--- config.mk ---
export PLATFORM = sky130hd
export DESIGN_NAME = tft_window_and_pixel_write_parser
export DESIGN_NICKNAME = d
export VERILOG_FILES = /design/src/design/twpp_pkg.sv /design/src/design/tft_window_and_pixel_write_parser.sv /design/src/design/twpp_preamble.sv /design/src/design/twpp_pixel.sv
export SDC_FILE = /design/constraint.sdc
export NUM_CORES = 1
export LEC_CHECK = 0
export ABC_AREA = 1
export CAP_MARGIN = 30
export CORE_AREA = 2 2 199 201
export DETAILED_ROUTE_END_ITERATION = 8
export DIE_AREA = 0 0 201 203
export DONT_BUFFER_PORTS = 1
export PLACE_DENSITY = 0.71
export SLEW_MARGIN = 25
export SYNTH_ARGS = -nofsm -noshare
export SYNTH_HDL_FRONTEND = slang
export SYNTH_SLANG_ARGS = --single-unit
--- constraint.sdc ---
create_clock -name clk -period 6.3 [get_ports clk]
set_input_delay 1.26 -clock clk [delete_from_list [all_inputs] [get_ports clk]]
set_output_delay 1.26 -clock clk [all_outputs]
set_load 0.02 [all_outputs]
--- src/design/twpp_pkg.sv ---
// ----------------------------------------------------------------------------
// twpp_pkg
// Shared types and constants for the TFT window and pixel write parser.
// ----------------------------------------------------------------------------
package twpp_pkg;

  // Preamble command bytes: column address set, page address set, memory write
  localparam logic [7:0] CMD_CASET = 8'h2A;
  localparam logic [7:0] CMD_PASET = 8'h2B;
  localparam logic [7:0] CMD_RAMWR = 8'h2C;

  // Preamble positions of interest
  localparam logic [3:0] POS_CASET  = 4'd0;
  localparam logic [3:0] POS_PASET  = 4'd5;
  localparam logic [3:0] POS_RAMWR  = 4'd10;
  localparam logic [3:0] POS_PIXELS = 4'd11;

  // Result status codes
  localparam logic [2:0] ST_OK            = 3'd0;
  localparam logic [2:0] ST_BAD_PREAMBLE  = 3'd1;
  localparam logic [2:0] ST_CMD_IN_PIXELS = 3'd2;
  localparam logic [2:0] ST_TOO_WIDE      = 3'd3;
  localparam logic [2:0] ST_TOO_TALL      = 3'd4;

  // Configuration register map
  localparam int         CFG_IDX_W      = 2;
  localparam int         CFG_DATA_W     = 11;
  localparam logic [1:0] CFG_MAX_WIDTH  = 2'd0;
  localparam logic [1:0] CFG_MAX_HEIGHT = 2'd1;
  localparam logic [10:0] CFG_LIMIT_RESET = 11'd1024;

  // One bus transfer
  typedef struct packed {
    logic       command;
    logic       is_data;
    logic [7:0] data_byte;
  } in_item_t;

  // Stored drawing window
  typedef struct packed {
    logic [15:0] left;
    logic [15:0] top;
    logic [10:0] width;
    logic [10:0] height;
  } window_t;

  // Preamble tracker result for one transfer
  typedef struct packed {
    logic [2:0] status;
    logic       win_set;
    logic       window_valid;
    window_t    window;
  } pre_res_t;

  // Pixel stream result for one transfer
  typedef struct packed {
    logic [2:0]  status;
    logic        write_valid;
    logic [19:0] pixel_index;
    logic [1:0]  channel;
    logic [7:0]  pixel_value;
    logic        flush;
    logic        frame_done;
  } pix_res_t;

endpackage

--- src/design/tft_window_and_pixel_write_parser.sv ---
// ----------------------------------------------------------------------------
// tft_window_and_pixel_write_parser
// Parses a TFT data/command byte stream into a drawing window and pixel writes.
// ----------------------------------------------------------------------------
// Takes one bus transfer per clock unless stalled and returns one result per
// transfer: the transfer is captured in an input register, decoded by the
// preamble tracker and pixel counters, and lands in the result register, which
// can hold a finished result while the next transfer is taken. The window is
// opened by 0x2A, four column bytes, 0x2B, four row bytes and 0x2C; later data
// bytes are R, G, B writes in row-major order. Limits are to be written via the cfg
// port (index 0 max width, 1 max height) while the block is idle (not enforced).
module tft_window_and_pixel_write_parser #(
  parameter int MAX_WIDTH_LIMIT  = 1024,
  parameter int MAX_HEIGHT_LIMIT = 1024,
  parameter int PIXELS_PER_FLUSH = 64
) (
  input  logic                             clk,
  input  logic                             rst_n,
  // input channel
  input  logic                             in_valid,
  output logic                             in_stall,
  input  logic                             in_command,
  input  logic                             in_is_data,
  input  logic [7:0]                       in_data_byte,
  // result channel
  output logic                             out_valid,
  input  logic                             out_stall,
  output logic [2:0]                       out_status,
  output logic                             out_write_valid,
  output logic [19:0]                      out_pixel_index,
  output logic [1:0]                       out_channel,
  output logic [7:0]                       out_pixel_value,
  output logic                             out_flush,
  output logic                             out_frame_done,
  output logic                             out_window_valid,
  output logic [15:0]                      out_window_left,
  output logic [15:0]                      out_window_top,
  output logic [10:0]                      out_window_width,
  output logic [10:0]                      out_window_height,
  // configuration
  input  logic                             cfg_valid,
  output logic                             cfg_ready,
  input  logic [twpp_pkg::CFG_IDX_W-1:0]   cfg_index,
  input  logic [twpp_pkg::CFG_DATA_W-1:0]  cfg_data
);
  import twpp_pkg::*;

  logic       s1_valid_r;
  in_item_t   s1_item_r;
  logic       out_move, commit;
  logic [10:0] width_limit_r, height_limit_r;
  window_t    win_cur;
  logic       pixel_phase;
  pre_res_t   pre_res;
  pix_res_t   pix_res;

  logic        out_valid_r;
  pix_res_t    out_pix_r;
  logic [2:0]  out_status_r;
  logic        out_wvalid_r;
  window_t     out_win_r;

  // Pipeline flow: result register frees when empty or taken
  assign out_move = !out_valid_r || !out_stall;
  assign commit   = s1_valid_r && out_move;
  assign in_stall = s1_valid_r && !out_move;

  // Input register
  always_ff @(posedge clk) begin
    if (!rst_n) begin
      s1_valid_r <= 1'b0;
    end else if (!in_stall) begin
      s1_valid_r <= in_valid;
    end
  end

  always_ff @(posedge clk) begin
    if (in_valid && !in_stall) begin
      s1_item_r <= '{command: in_command, is_data: in_is_data, data_byte: in_data_byte};
    end
  end

  // Limit registers
  assign cfg_ready = 1'b1;

  always_ff @(posedge clk) begin
    if (!rst_n) begin
      width_limit_r  <= CFG_LIMIT_RESET;
      height_limit_r <= CFG_LIMIT_RESET;
    end else if (cfg_valid && cfg_ready) begin
      unique case (cfg_index)
        CFG_MAX_WIDTH:  width_limit_r  <= cfg_data;
        CFG_MAX_HEIGHT: height_limit_r <= cfg_data;
        default: ;
      endcase
    end
  end

  twpp_preamble #(
    .MAX_WIDTH_LIMIT  (MAX_WIDTH_LIMIT),
    .MAX_HEIGHT_LIMIT (MAX_HEIGHT_LIMIT)
  ) u_preamble (
    .clk          (clk),
    .rst_n        (rst_n),
    .commit       (commit),
    .item         (s1_item_r),
    .width_limit  (width_limit_r),
    .height_limit (height_limit_r),
    .win_cur      (win_cur),
    .pixel_phase  (pixel_phase),
    .res          (pre_res)
  );

  twpp_pixel #(
    .MAX_WIDTH_LIMIT  (MAX_WIDTH_LIMIT),
    .MAX_HEIGHT_LIMIT (MAX_HEIGHT_LIMIT),
    .PIXELS_PER_FLUSH (PIXELS_PER_FLUSH)
  ) u_pixel (
    .clk         (clk),
    .rst_n       (rst_n),
    .commit      (commit),
    .item        (s1_item_r),
    .pixel_phase (pixel_phase),
    .win_set     (pre_res.win_set),
    .win_cur     (win_cur),
    .res         (pix_res)
  );

  // Result register
  always_ff @(posedge clk) begin
    if (!rst_n) begin
      out_valid_r <= 1'b0;
    end else if (out_move) begin
      out_valid_r <= s1_valid_r;
    end
  end

  always_ff @(posedge clk) begin
    if (commit) begin
      out_pix_r    <= pix_res;
      out_status_r <= pixel_phase ? pix_res.status : pre_res.status;
      out_wvalid_r <= pre_res.window_valid;
      out_win_r    <= pre_res.window;
    end
  end

  assign out_valid         = out_valid_r;
  assign out_status        = out_status_r;
  assign out_write_valid   = out_pix_r.write_valid;
  assign out_pixel_index   = out_pix_r.pixel_index;
  assign out_channel       = out_pix_r.channel;
  assign out_pixel_value   = out_pix_r.pixel_value;
  assign out_flush         = out_pix_r.flush;
  assign out_frame_done    = out_pix_r.frame_done;
  assign out_window_valid  = out_wvalid_r;
  assign out_window_left   = out_win_r.left;
  assign out_window_top    = out_win_r.top;
  assign out_window_width  = out_win_r.width;
  assign out_window_height = out_win_r.height;

endmodule

--- src/design/twpp_preamble.sv ---
// ----------------------------------------------------------------------------
// twpp_preamble
// Tracks the 11-byte window preamble, holds the address bytes and the window.
// ----------------------------------------------------------------------------
module twpp_preamble #(
  parameter int MAX_WIDTH_LIMIT  = 1024,
  parameter int MAX_HEIGHT_LIMIT = 1024
) (
  input  logic               clk,
  input  logic               rst_n,
  input  logic               commit,
  input  twpp_pkg::in_item_t item,
  input  logic [10:0]        width_limit,
  input  logic [10:0]        height_limit,
  output twpp_pkg::window_t  win_cur,
  output logic               pixel_phase,
  output twpp_pkg::pre_res_t res
);
  import twpp_pkg::*;

  logic [3:0]  pos_r, pos_nxt;
  logic [7:0]  addr_r [8];
  window_t     win_r, win_nxt;
  logic        addr_we;
  logic [2:0]  addr_idx;
  logic [7:0]  want;
  logic [15:0] x0, x1, y0, y1, xl, xh, yl, yh;
  logic [16:0] w_span, h_span, lim_w, lim_h;
  logic [2:0]  status;
  logic        win_set;

  // Window corners, big-endian pairs
  assign x0 = {addr_r[0], addr_r[1]};
  assign x1 = {addr_r[2], addr_r[3]};
  assign y0 = {addr_r[4], addr_r[5]};
  assign y1 = {addr_r[6], addr_r[7]};
  assign xl = (x0 < x1) ? x0 : x1;
  assign xh = (x0 < x1) ? x1 : x0;
  assign yl = (y0 < y1) ? y0 : y1;
  assign yh = (y0 < y1) ? y1 : y0;
  assign w_span = {1'b0, xh} - {1'b0, xl} + 17'd1;
  assign h_span = {1'b0, yh} - {1'b0, yl} + 17'd1;

  // Effective size limits: register clamped by the build-time cap
  assign lim_w = ({6'b0, width_limit} < 17'(MAX_WIDTH_LIMIT)) ?
                 {6'b0, width_limit} : 17'(MAX_WIDTH_LIMIT);
  assign lim_h = ({6'b0, height_limit} < 17'(MAX_HEIGHT_LIMIT)) ?
                 {6'b0, height_limit} : 17'(MAX_HEIGHT_LIMIT);

  assign want = (pos_r == POS_CASET) ? CMD_CASET :
                (pos_r == POS_PASET) ? CMD_PASET : CMD_RAMWR;
  assign addr_idx = (pos_r < POS_PASET) ? 3'(pos_r - 4'd1) : 3'(pos_r - 4'd2);

  // Preamble step
  always_comb begin
    pos_nxt = pos_r;
    win_nxt = win_r;
    status  = ST_OK;
    win_set = 1'b0;
    addr_we = 1'b0;
    if (item.command) begin
      pos_nxt = POS_CASET;
    end else if (pos_r < POS_PIXELS) begin
      if (pos_r == POS_CASET || pos_r == POS_PASET || pos_r == POS_RAMWR) begin
        if (item.is_data || item.data_byte != want) begin
          status = ST_BAD_PREAMBLE;
        end else if (pos_r == POS_RAMWR) begin
          if (w_span > lim_w) begin
            status = ST_TOO_WIDE;
          end else if (h_span > lim_h) begin
            status = ST_TOO_TALL;
          end else begin
            win_set        = 1'b1;
            win_nxt.left   = xl;
            win_nxt.top    = yl;
            win_nxt.width  = w_span[10:0];
            win_nxt.height = h_span[10:0];
          end
        end
      end else if (!item.is_data) begin
        status = ST_BAD_PREAMBLE;
      end else begin
        addr_we = 1'b1;
      end
      if (status == ST_OK) begin
        pos_nxt = pos_r + 4'd1;
      end
    end
  end

  // Control state
  always_ff @(posedge clk) begin
    if (!rst_n) begin
      pos_r <= POS_CASET;
      win_r <= '{left: 16'd0, top: 16'd0, width: 11'd1, height: 11'd1};
    end else if (commit) begin
      pos_r <= pos_nxt;
      win_r <= win_nxt;
    end
  end

  // Address byte store, written once per preamble
  always_ff @(posedge clk) begin
    if (commit && addr_we) begin
      addr_r[addr_idx] <= item.data_byte;
    end
  end

  assign win_cur          = win_r;
  assign pixel_phase      = (pos_r == POS_PIXELS);
  assign res.status       = status;
  assign res.win_set      = win_set;
  assign res.window_valid = (pos_nxt == POS_PIXELS);
  assign res.window       = win_nxt;

endmodule

--- src/design/twpp_pixel.sv ---
// ----------------------------------------------------------------------------
// twpp_pixel
// Pixel stream counters: channel, pixel index, column/row and flush spacing.
// ----------------------------------------------------------------------------
module twpp_pixel #(
  parameter int MAX_WIDTH_LIMIT  = 1024,
  parameter int MAX_HEIGHT_LIMIT = 1024,
  parameter int PIXELS_PER_FLUSH = 64
) (
  input  logic               clk,
  input  logic               rst_n,
  input  logic               commit,
  input  twpp_pkg::in_item_t item,
  input  logic               pixel_phase,
  input  logic               win_set,
  input  twpp_pkg::window_t  win_cur,
  output twpp_pkg::pix_res_t res
);
  import twpp_pkg::*;

  // Widest window the 11-bit limit registers can ever admit
  localparam int EFF_W  = (MAX_WIDTH_LIMIT < 2047) ? MAX_WIDTH_LIMIT : 2047;
  localparam int EFF_H  = (MAX_HEIGHT_LIMIT < 2047) ? MAX_HEIGHT_LIMIT : 2047;
  localparam int PIX_W  = $clog2(EFF_W * EFF_H + 1);
  localparam int FCNT_W = (PIXELS_PER_FLUSH > 1) ? $clog2(PIXELS_PER_FLUSH) : 1;
  localparam logic [FCNT_W-1:0] FCNT_LAST = FCNT_W'(PIXELS_PER_FLUSH - 1);

  logic [PIX_W-1:0]  pix_r, pix_nxt, pix_b;
  logic [1:0]        chan_r, chan_nxt, chan_b;
  logic [10:0]       col_r, col_nxt, col_b;
  logic [10:0]       row_r, row_nxt, row_b;
  logic [FCNT_W-1:0] fcnt_r, fcnt_nxt, fcnt_b;
  logic              complete_r, complete_nxt;
  logic [31:0]       pidx32;
  logic              last_col, last_row;

  // Once the window is complete the next pixel starts over at zero
  assign pix_b  = complete_r ? '0 : pix_r;
  assign chan_b = complete_r ? 2'd0 : chan_r;
  assign col_b  = complete_r ? 11'd0 : col_r;
  assign row_b  = complete_r ? 11'd0 : row_r;
  assign fcnt_b = complete_r ? '0 : fcnt_r;
  assign pidx32 = 32'(pix_b);
  assign last_col = (col_b == win_cur.width - 11'd1);
  assign last_row = (row_b == win_cur.height - 11'd1);

  // Pixel step
  always_comb begin
    pix_nxt      = pix_r;
    chan_nxt     = chan_r;
    col_nxt      = col_r;
    row_nxt      = row_r;
    fcnt_nxt     = fcnt_r;
    complete_nxt = complete_r;
    res          = '0;
    res.status   = ST_OK;
    if (item.command) begin
      // restart: flush if any part of a pixel was taken
      res.flush    = (pix_r != '0) || (chan_r != 2'd0);
      pix_nxt      = '0;
      chan_nxt     = 2'd0;
      col_nxt      = 11'd0;
      row_nxt      = 11'd0;
      fcnt_nxt     = '0;
      complete_nxt = 1'b0;
    end else if (pixel_phase) begin
      if (!item.is_data) begin
        res.status = ST_CMD_IN_PIXELS;
      end else begin
        res.write_valid = 1'b1;
        res.pixel_index = pidx32[19:0];
        res.channel     = chan_b;
        res.pixel_value = item.data_byte;
        complete_nxt    = 1'b0;
        pix_nxt         = pix_b;
        col_nxt         = col_b;
        row_nxt         = row_b;
        fcnt_nxt        = fcnt_b;
        chan_nxt        = chan_b + 2'd1;
        if (chan_b == 2'd2) begin
          // blue closes the pixel
          chan_nxt = 2'd0;
          pix_nxt  = pix_b + PIX_W'(1);
          if (last_col) begin
            col_nxt = 11'd0;
            row_nxt = row_b + 11'd1;
          end else begin
            col_nxt = col_b + 11'd1;
          end
          fcnt_nxt       = (fcnt_b == FCNT_LAST) ? '0 : fcnt_b + FCNT_W'(1);
          res.frame_done = last_col && last_row;
          res.flush      = (last_col && last_row) || (fcnt_b == FCNT_LAST);
          complete_nxt   = last_col && last_row;
        end
      end
    end else if (win_set) begin
      pix_nxt      = '0;
      chan_nxt     = 2'd0;
      col_nxt      = 11'd0;
      row_nxt      = 11'd0;
      fcnt_nxt     = '0;
      complete_nxt = 1'b0;
    end
  end

  always_ff @(posedge clk) begin
    if (!rst_n) begin
      pix_r      <= '0;
      chan_r     <= 2'd0;
      col_r      <= 11'd0;
      row_r      <= 11'd0;
      fcnt_r     <= '0;
      complete_r <= 1'b0;
    end else if (commit) begin
      pix_r      <= pix_nxt;
      chan_r     <= chan_nxt;
      col_r      <= col_nxt;
      row_r      <= row_nxt;
      fcnt_r     <= fcnt_nxt;
      complete_r <= complete_nxt;
    end
  end

endmodule
==> impl_results.md <==
- Status: finished clean
- Comb pwr share: about 9%
- Cell taking the most area after synthesis: edfxtp_1
- Placed cells: 2650
- Largest cells by area after synthesis: edfxtp_1, dfxtp_1, nand2_1
- Synth unique cells: between 40 and 50
- Initial DRC count: 1090
- Die H: approximately 200 µm
- CTS HTree Levels: 2
- Hold path depth: 2
- Antenna diodes: 0
- Worst rel slew slack: 36.8%
- Clock power share: 43.4%
- DR vias/cell: between 5 and 6
- First-pass GRT wire length: roughly 72 mm
- Leakage: between 8 and 9 nW
- Gr ovfl total: 0
- Worst-Margin Slew: roughly 940 ps
- Final Critical Period: between 5000 and 6000 ps
- I/O Pins: 122
- Fmax: 176 MHz
- Worst-skew pair later-pin latency: ~560 ps
- Max_cap viols: 0
- Largest net degree at the start of global routing: ~100
- CP Class: reg -> reg
- Sequential fraction of design power: between 40 and 50%
- Layout cells sized above 1: under 10%
- Clock sinks: ~300
- IO buf count: 0
- Pwr/cell area: around 250 mW/mm²
- Net Switching: 1.19 mW
- Commonest cells after routing, fill and taps aside: nand2_1, inv_1, nor2_1
- Number of synthesized register bits: approximately 300
- Final Wtd Congestion: 0.932
- Post-synthesis sequential area ratio: around 44%
- Peak VDD IR: about 0.20 mV
- Origin of the critical flop-to-flop path: u_preamble.addr_r[7][3]
- WL final: between 40 and 50 mm
- Type of origin of the critical path: flop
- Synth top area share: between 20 and 30%
- Area delta synth->final: 9.82%
- Reg2reg setup slack: ~630 ps
- Max Slew Vio Count: 0
- Hold EP: u_pixel.row_r[5]
- Site Rows: 72
- Hold Crit Class: reg -> reg
- Sw Ratio: about a quarter
- Bufs on Longest Clock Path: 3
- Final Hold Viols: 0
- Initial antenna violation count: 0
- Crit path max fanout: between 70 and 80
- Starting density of the core: between 40 and 50%
- Hold Crit Start: u_pixel.row_r[5]
- ANT nets after route: 0
- RSZ-0062 raised after global routing: no
- Post-CTS Setup Inserts: 0
- Vias in the first global route: ~14000
- Final Skew: between 20 and 25 ps
- Nets: around 2300
- Hold_ws: 450 ps
- Clock buffer count from CTS: 34
- WL/cell: roughly 17 µm
- Vias: approximately 14000
- Ys Warns: 0
- Total Routing Usage GR: between 20% and 30%
- CTS tree: yes
- Most common cell on crit path: nand2_1
- # DRC: 0
- Setup Total Neg Slack: 0 ps
- Worst r2r path cells: 35
- Max stage delay on crit path: around 430 ps
- Syn Area/Cell: just under 8 µm²
- Final Instance Count excl. Fillers: ~2700
- Clock transition at path regs: about 60 ps
- Synth Cell Area: about 0.017 mm²
- Post-synthesis instance total: between 2000 and 2500
- Fin crit share: 90.0%
- Mapped Nets: around 2300
- Final setup fails: 0
- Commonest non-fill, non-tap cell in the layout: nand2_1
- Hpwl dp: between 30 and 40 mm
- Slowest stage cell, crit path: fa_1
- Data required, critical path: slightly below 7000 ps
- Critical Path End Type: flop
- Clk Tree Root Cell: clkbuf_16
- Reg2reg end: u_preamble.win_cur[20]
- Internal Pwr Total: 3.50 mW
- Die W: roughly 200 µm
- First-pass DRT Iterations: 6
- Die ar.: 0.0408 mm²
- Area of the core: 0.0385 mm²
- CP arrival: between 6000 and 7000 ps
## worst max-delay path: cells and delay by family (launching register included)
kind | cells | cell delay [ps]
AND/OR/NAND/NOR | 18 | 2010
adder cells (fa/ha/maj) | 4 | 1240
AO/OA/AOI/OAI | 6 | 900
buffers and inverters | 6 | 700
flip-flops | 1 | 370
XOR/XNOR | 1 | 350
## metal layers
metal	up-vias	wire length [µm]	GRT usage [%]
met5	-	0	0
met2	445	20100	35.5
met3	78	3190	4.33
li1	7139	-	-
met4	0	1180	7.59
met1	6771	20700	29.8
## Yosys cell counts, drive strengths merged
master / number
a211oi: 2
a21boi: 1
a21o: 5
a21oi: 178
a31oi: 10
and2: 3
and2b: 1
buf: 28
clkbuf: 52
conb: 1
dfxtp: 134
edfxtp: 165
fa: 2
ha: 95
inv: 355
nand2: 386
nand3: 74
nand3b: 2
nand4: 39
nor2: 270
nor3: 26
nor3b: 3
nor4: 16
o2111ai: 2
o211ai: 7
o21a: 3
o21ai: 237
o21bai: 1
o221ai: 3
o22ai: 1
o41ai: 1
or2: 4
xnor2: 16
xor2: 60
## cell type report
cell class	instances	area (µm²)
Clock buffer	48	973
Clock inverter	14	178
Fill cell	3628	19500
Inverter	355	1330
Multi-Input combinational cell	1449	7900
Sequential cell	299	7640
Tap cell	518	648
Timing Repair Buffer	30	283
## logic make-up (layout without fill, tap and decap cells)
| kind of cell | Yosys count | after routing | synth area share (%) |
|---|---|---|---|
| adder cells (fa/ha/maj) | 97 | 97 | 7.12 |
| XOR/XNOR | 76 | 76 | 3.86 |
| other | 1 | 1 | 0.0217 |
| flip-flops | 299 | 299 | 44.3 |
| buffers and inverters | 435 | 447 | 10.1 |
| AND/OR/NAND/NOR | 824 | 824 | 20.0 |
| AO/OA/AOI/OAI | 451 | 451 | 14.7 |
## worst max-delay path by stage
stage / start / slack, ps / depth (start not counted) / to
after floorplan: out_stall / 1410 / 6 / u_preamble.pos_r[3]
after global placement: u_preamble.addr_r[7][5] / 460 / 34 / u_preamble.win_cur[19]
after detailed placement: u_preamble.addr_r[7][3] / 350 / 36 / u_preamble.win_cur[20]
after CTS: u_preamble.addr_r[7][5] / 300 / 34 / u_preamble.win_cur[20]
after global routing: u_preamble.addr_r[2][2] / 120 / 40 / u_preamble.win_cur[45]
final: u_preamble.addr_r[7][3] / 630 / 35 / u_preamble.win_cur[20]
## sequential cells by signal, summed over array words and instances (netlist names), 11 cells and up
| register | count |
|---|---|
| width_limit_r | 11 |
| out_window_left | 16 |
| u_preamble.win_cur | 54 |
| out_window_top | 16 |
| out_window_width | 11 |
| u_pixel.col_r | 11 |
| u_pixel.row_r | 11 |
| out_window_height | 11 |
| out_pixel_index | 20 |
| height_limit_r | 11 |
| u_pixel.pix_r | 21 |
| u_preamble.addr_r | 64 |
## per-stage QoR
stage / total power, mW / cell area, µm² / worst slack (ps) / utilization (%)
6_report: 4.69 / 18900 / 631 / 49.3
5_1_grt: 4.88 / 18900 / 120 / 49.3
4_1_cts: 4.73 / 18900 / 297 / 49.2
3_5_place_dp: 2.69 / 17800 / 347 / 46.2
3_3_place_gp: 2.67 / 17800 / 459 / 46.2
2_1_floorplan: 2.58 / 17300 / 1410 / -
## power by group through the flow
stage	logic, mW	registers [mW]	clock network (mW)
CTS	0.415	2.24	2.08
floorplan	0.326	2.25	0
finish	0.420	2.24	2.03
global route	0.477	2.24	2.16
global placement	0.398	2.28	0
detailed placement	0.413	2.28	0
## repair_timing
action | CTS | global route
gates resized for setup | 0 | 3
hold buffers | 0 | 0
endpoints found under the setup margin | 0 | 89
Power figures use the tool's default switching activity.
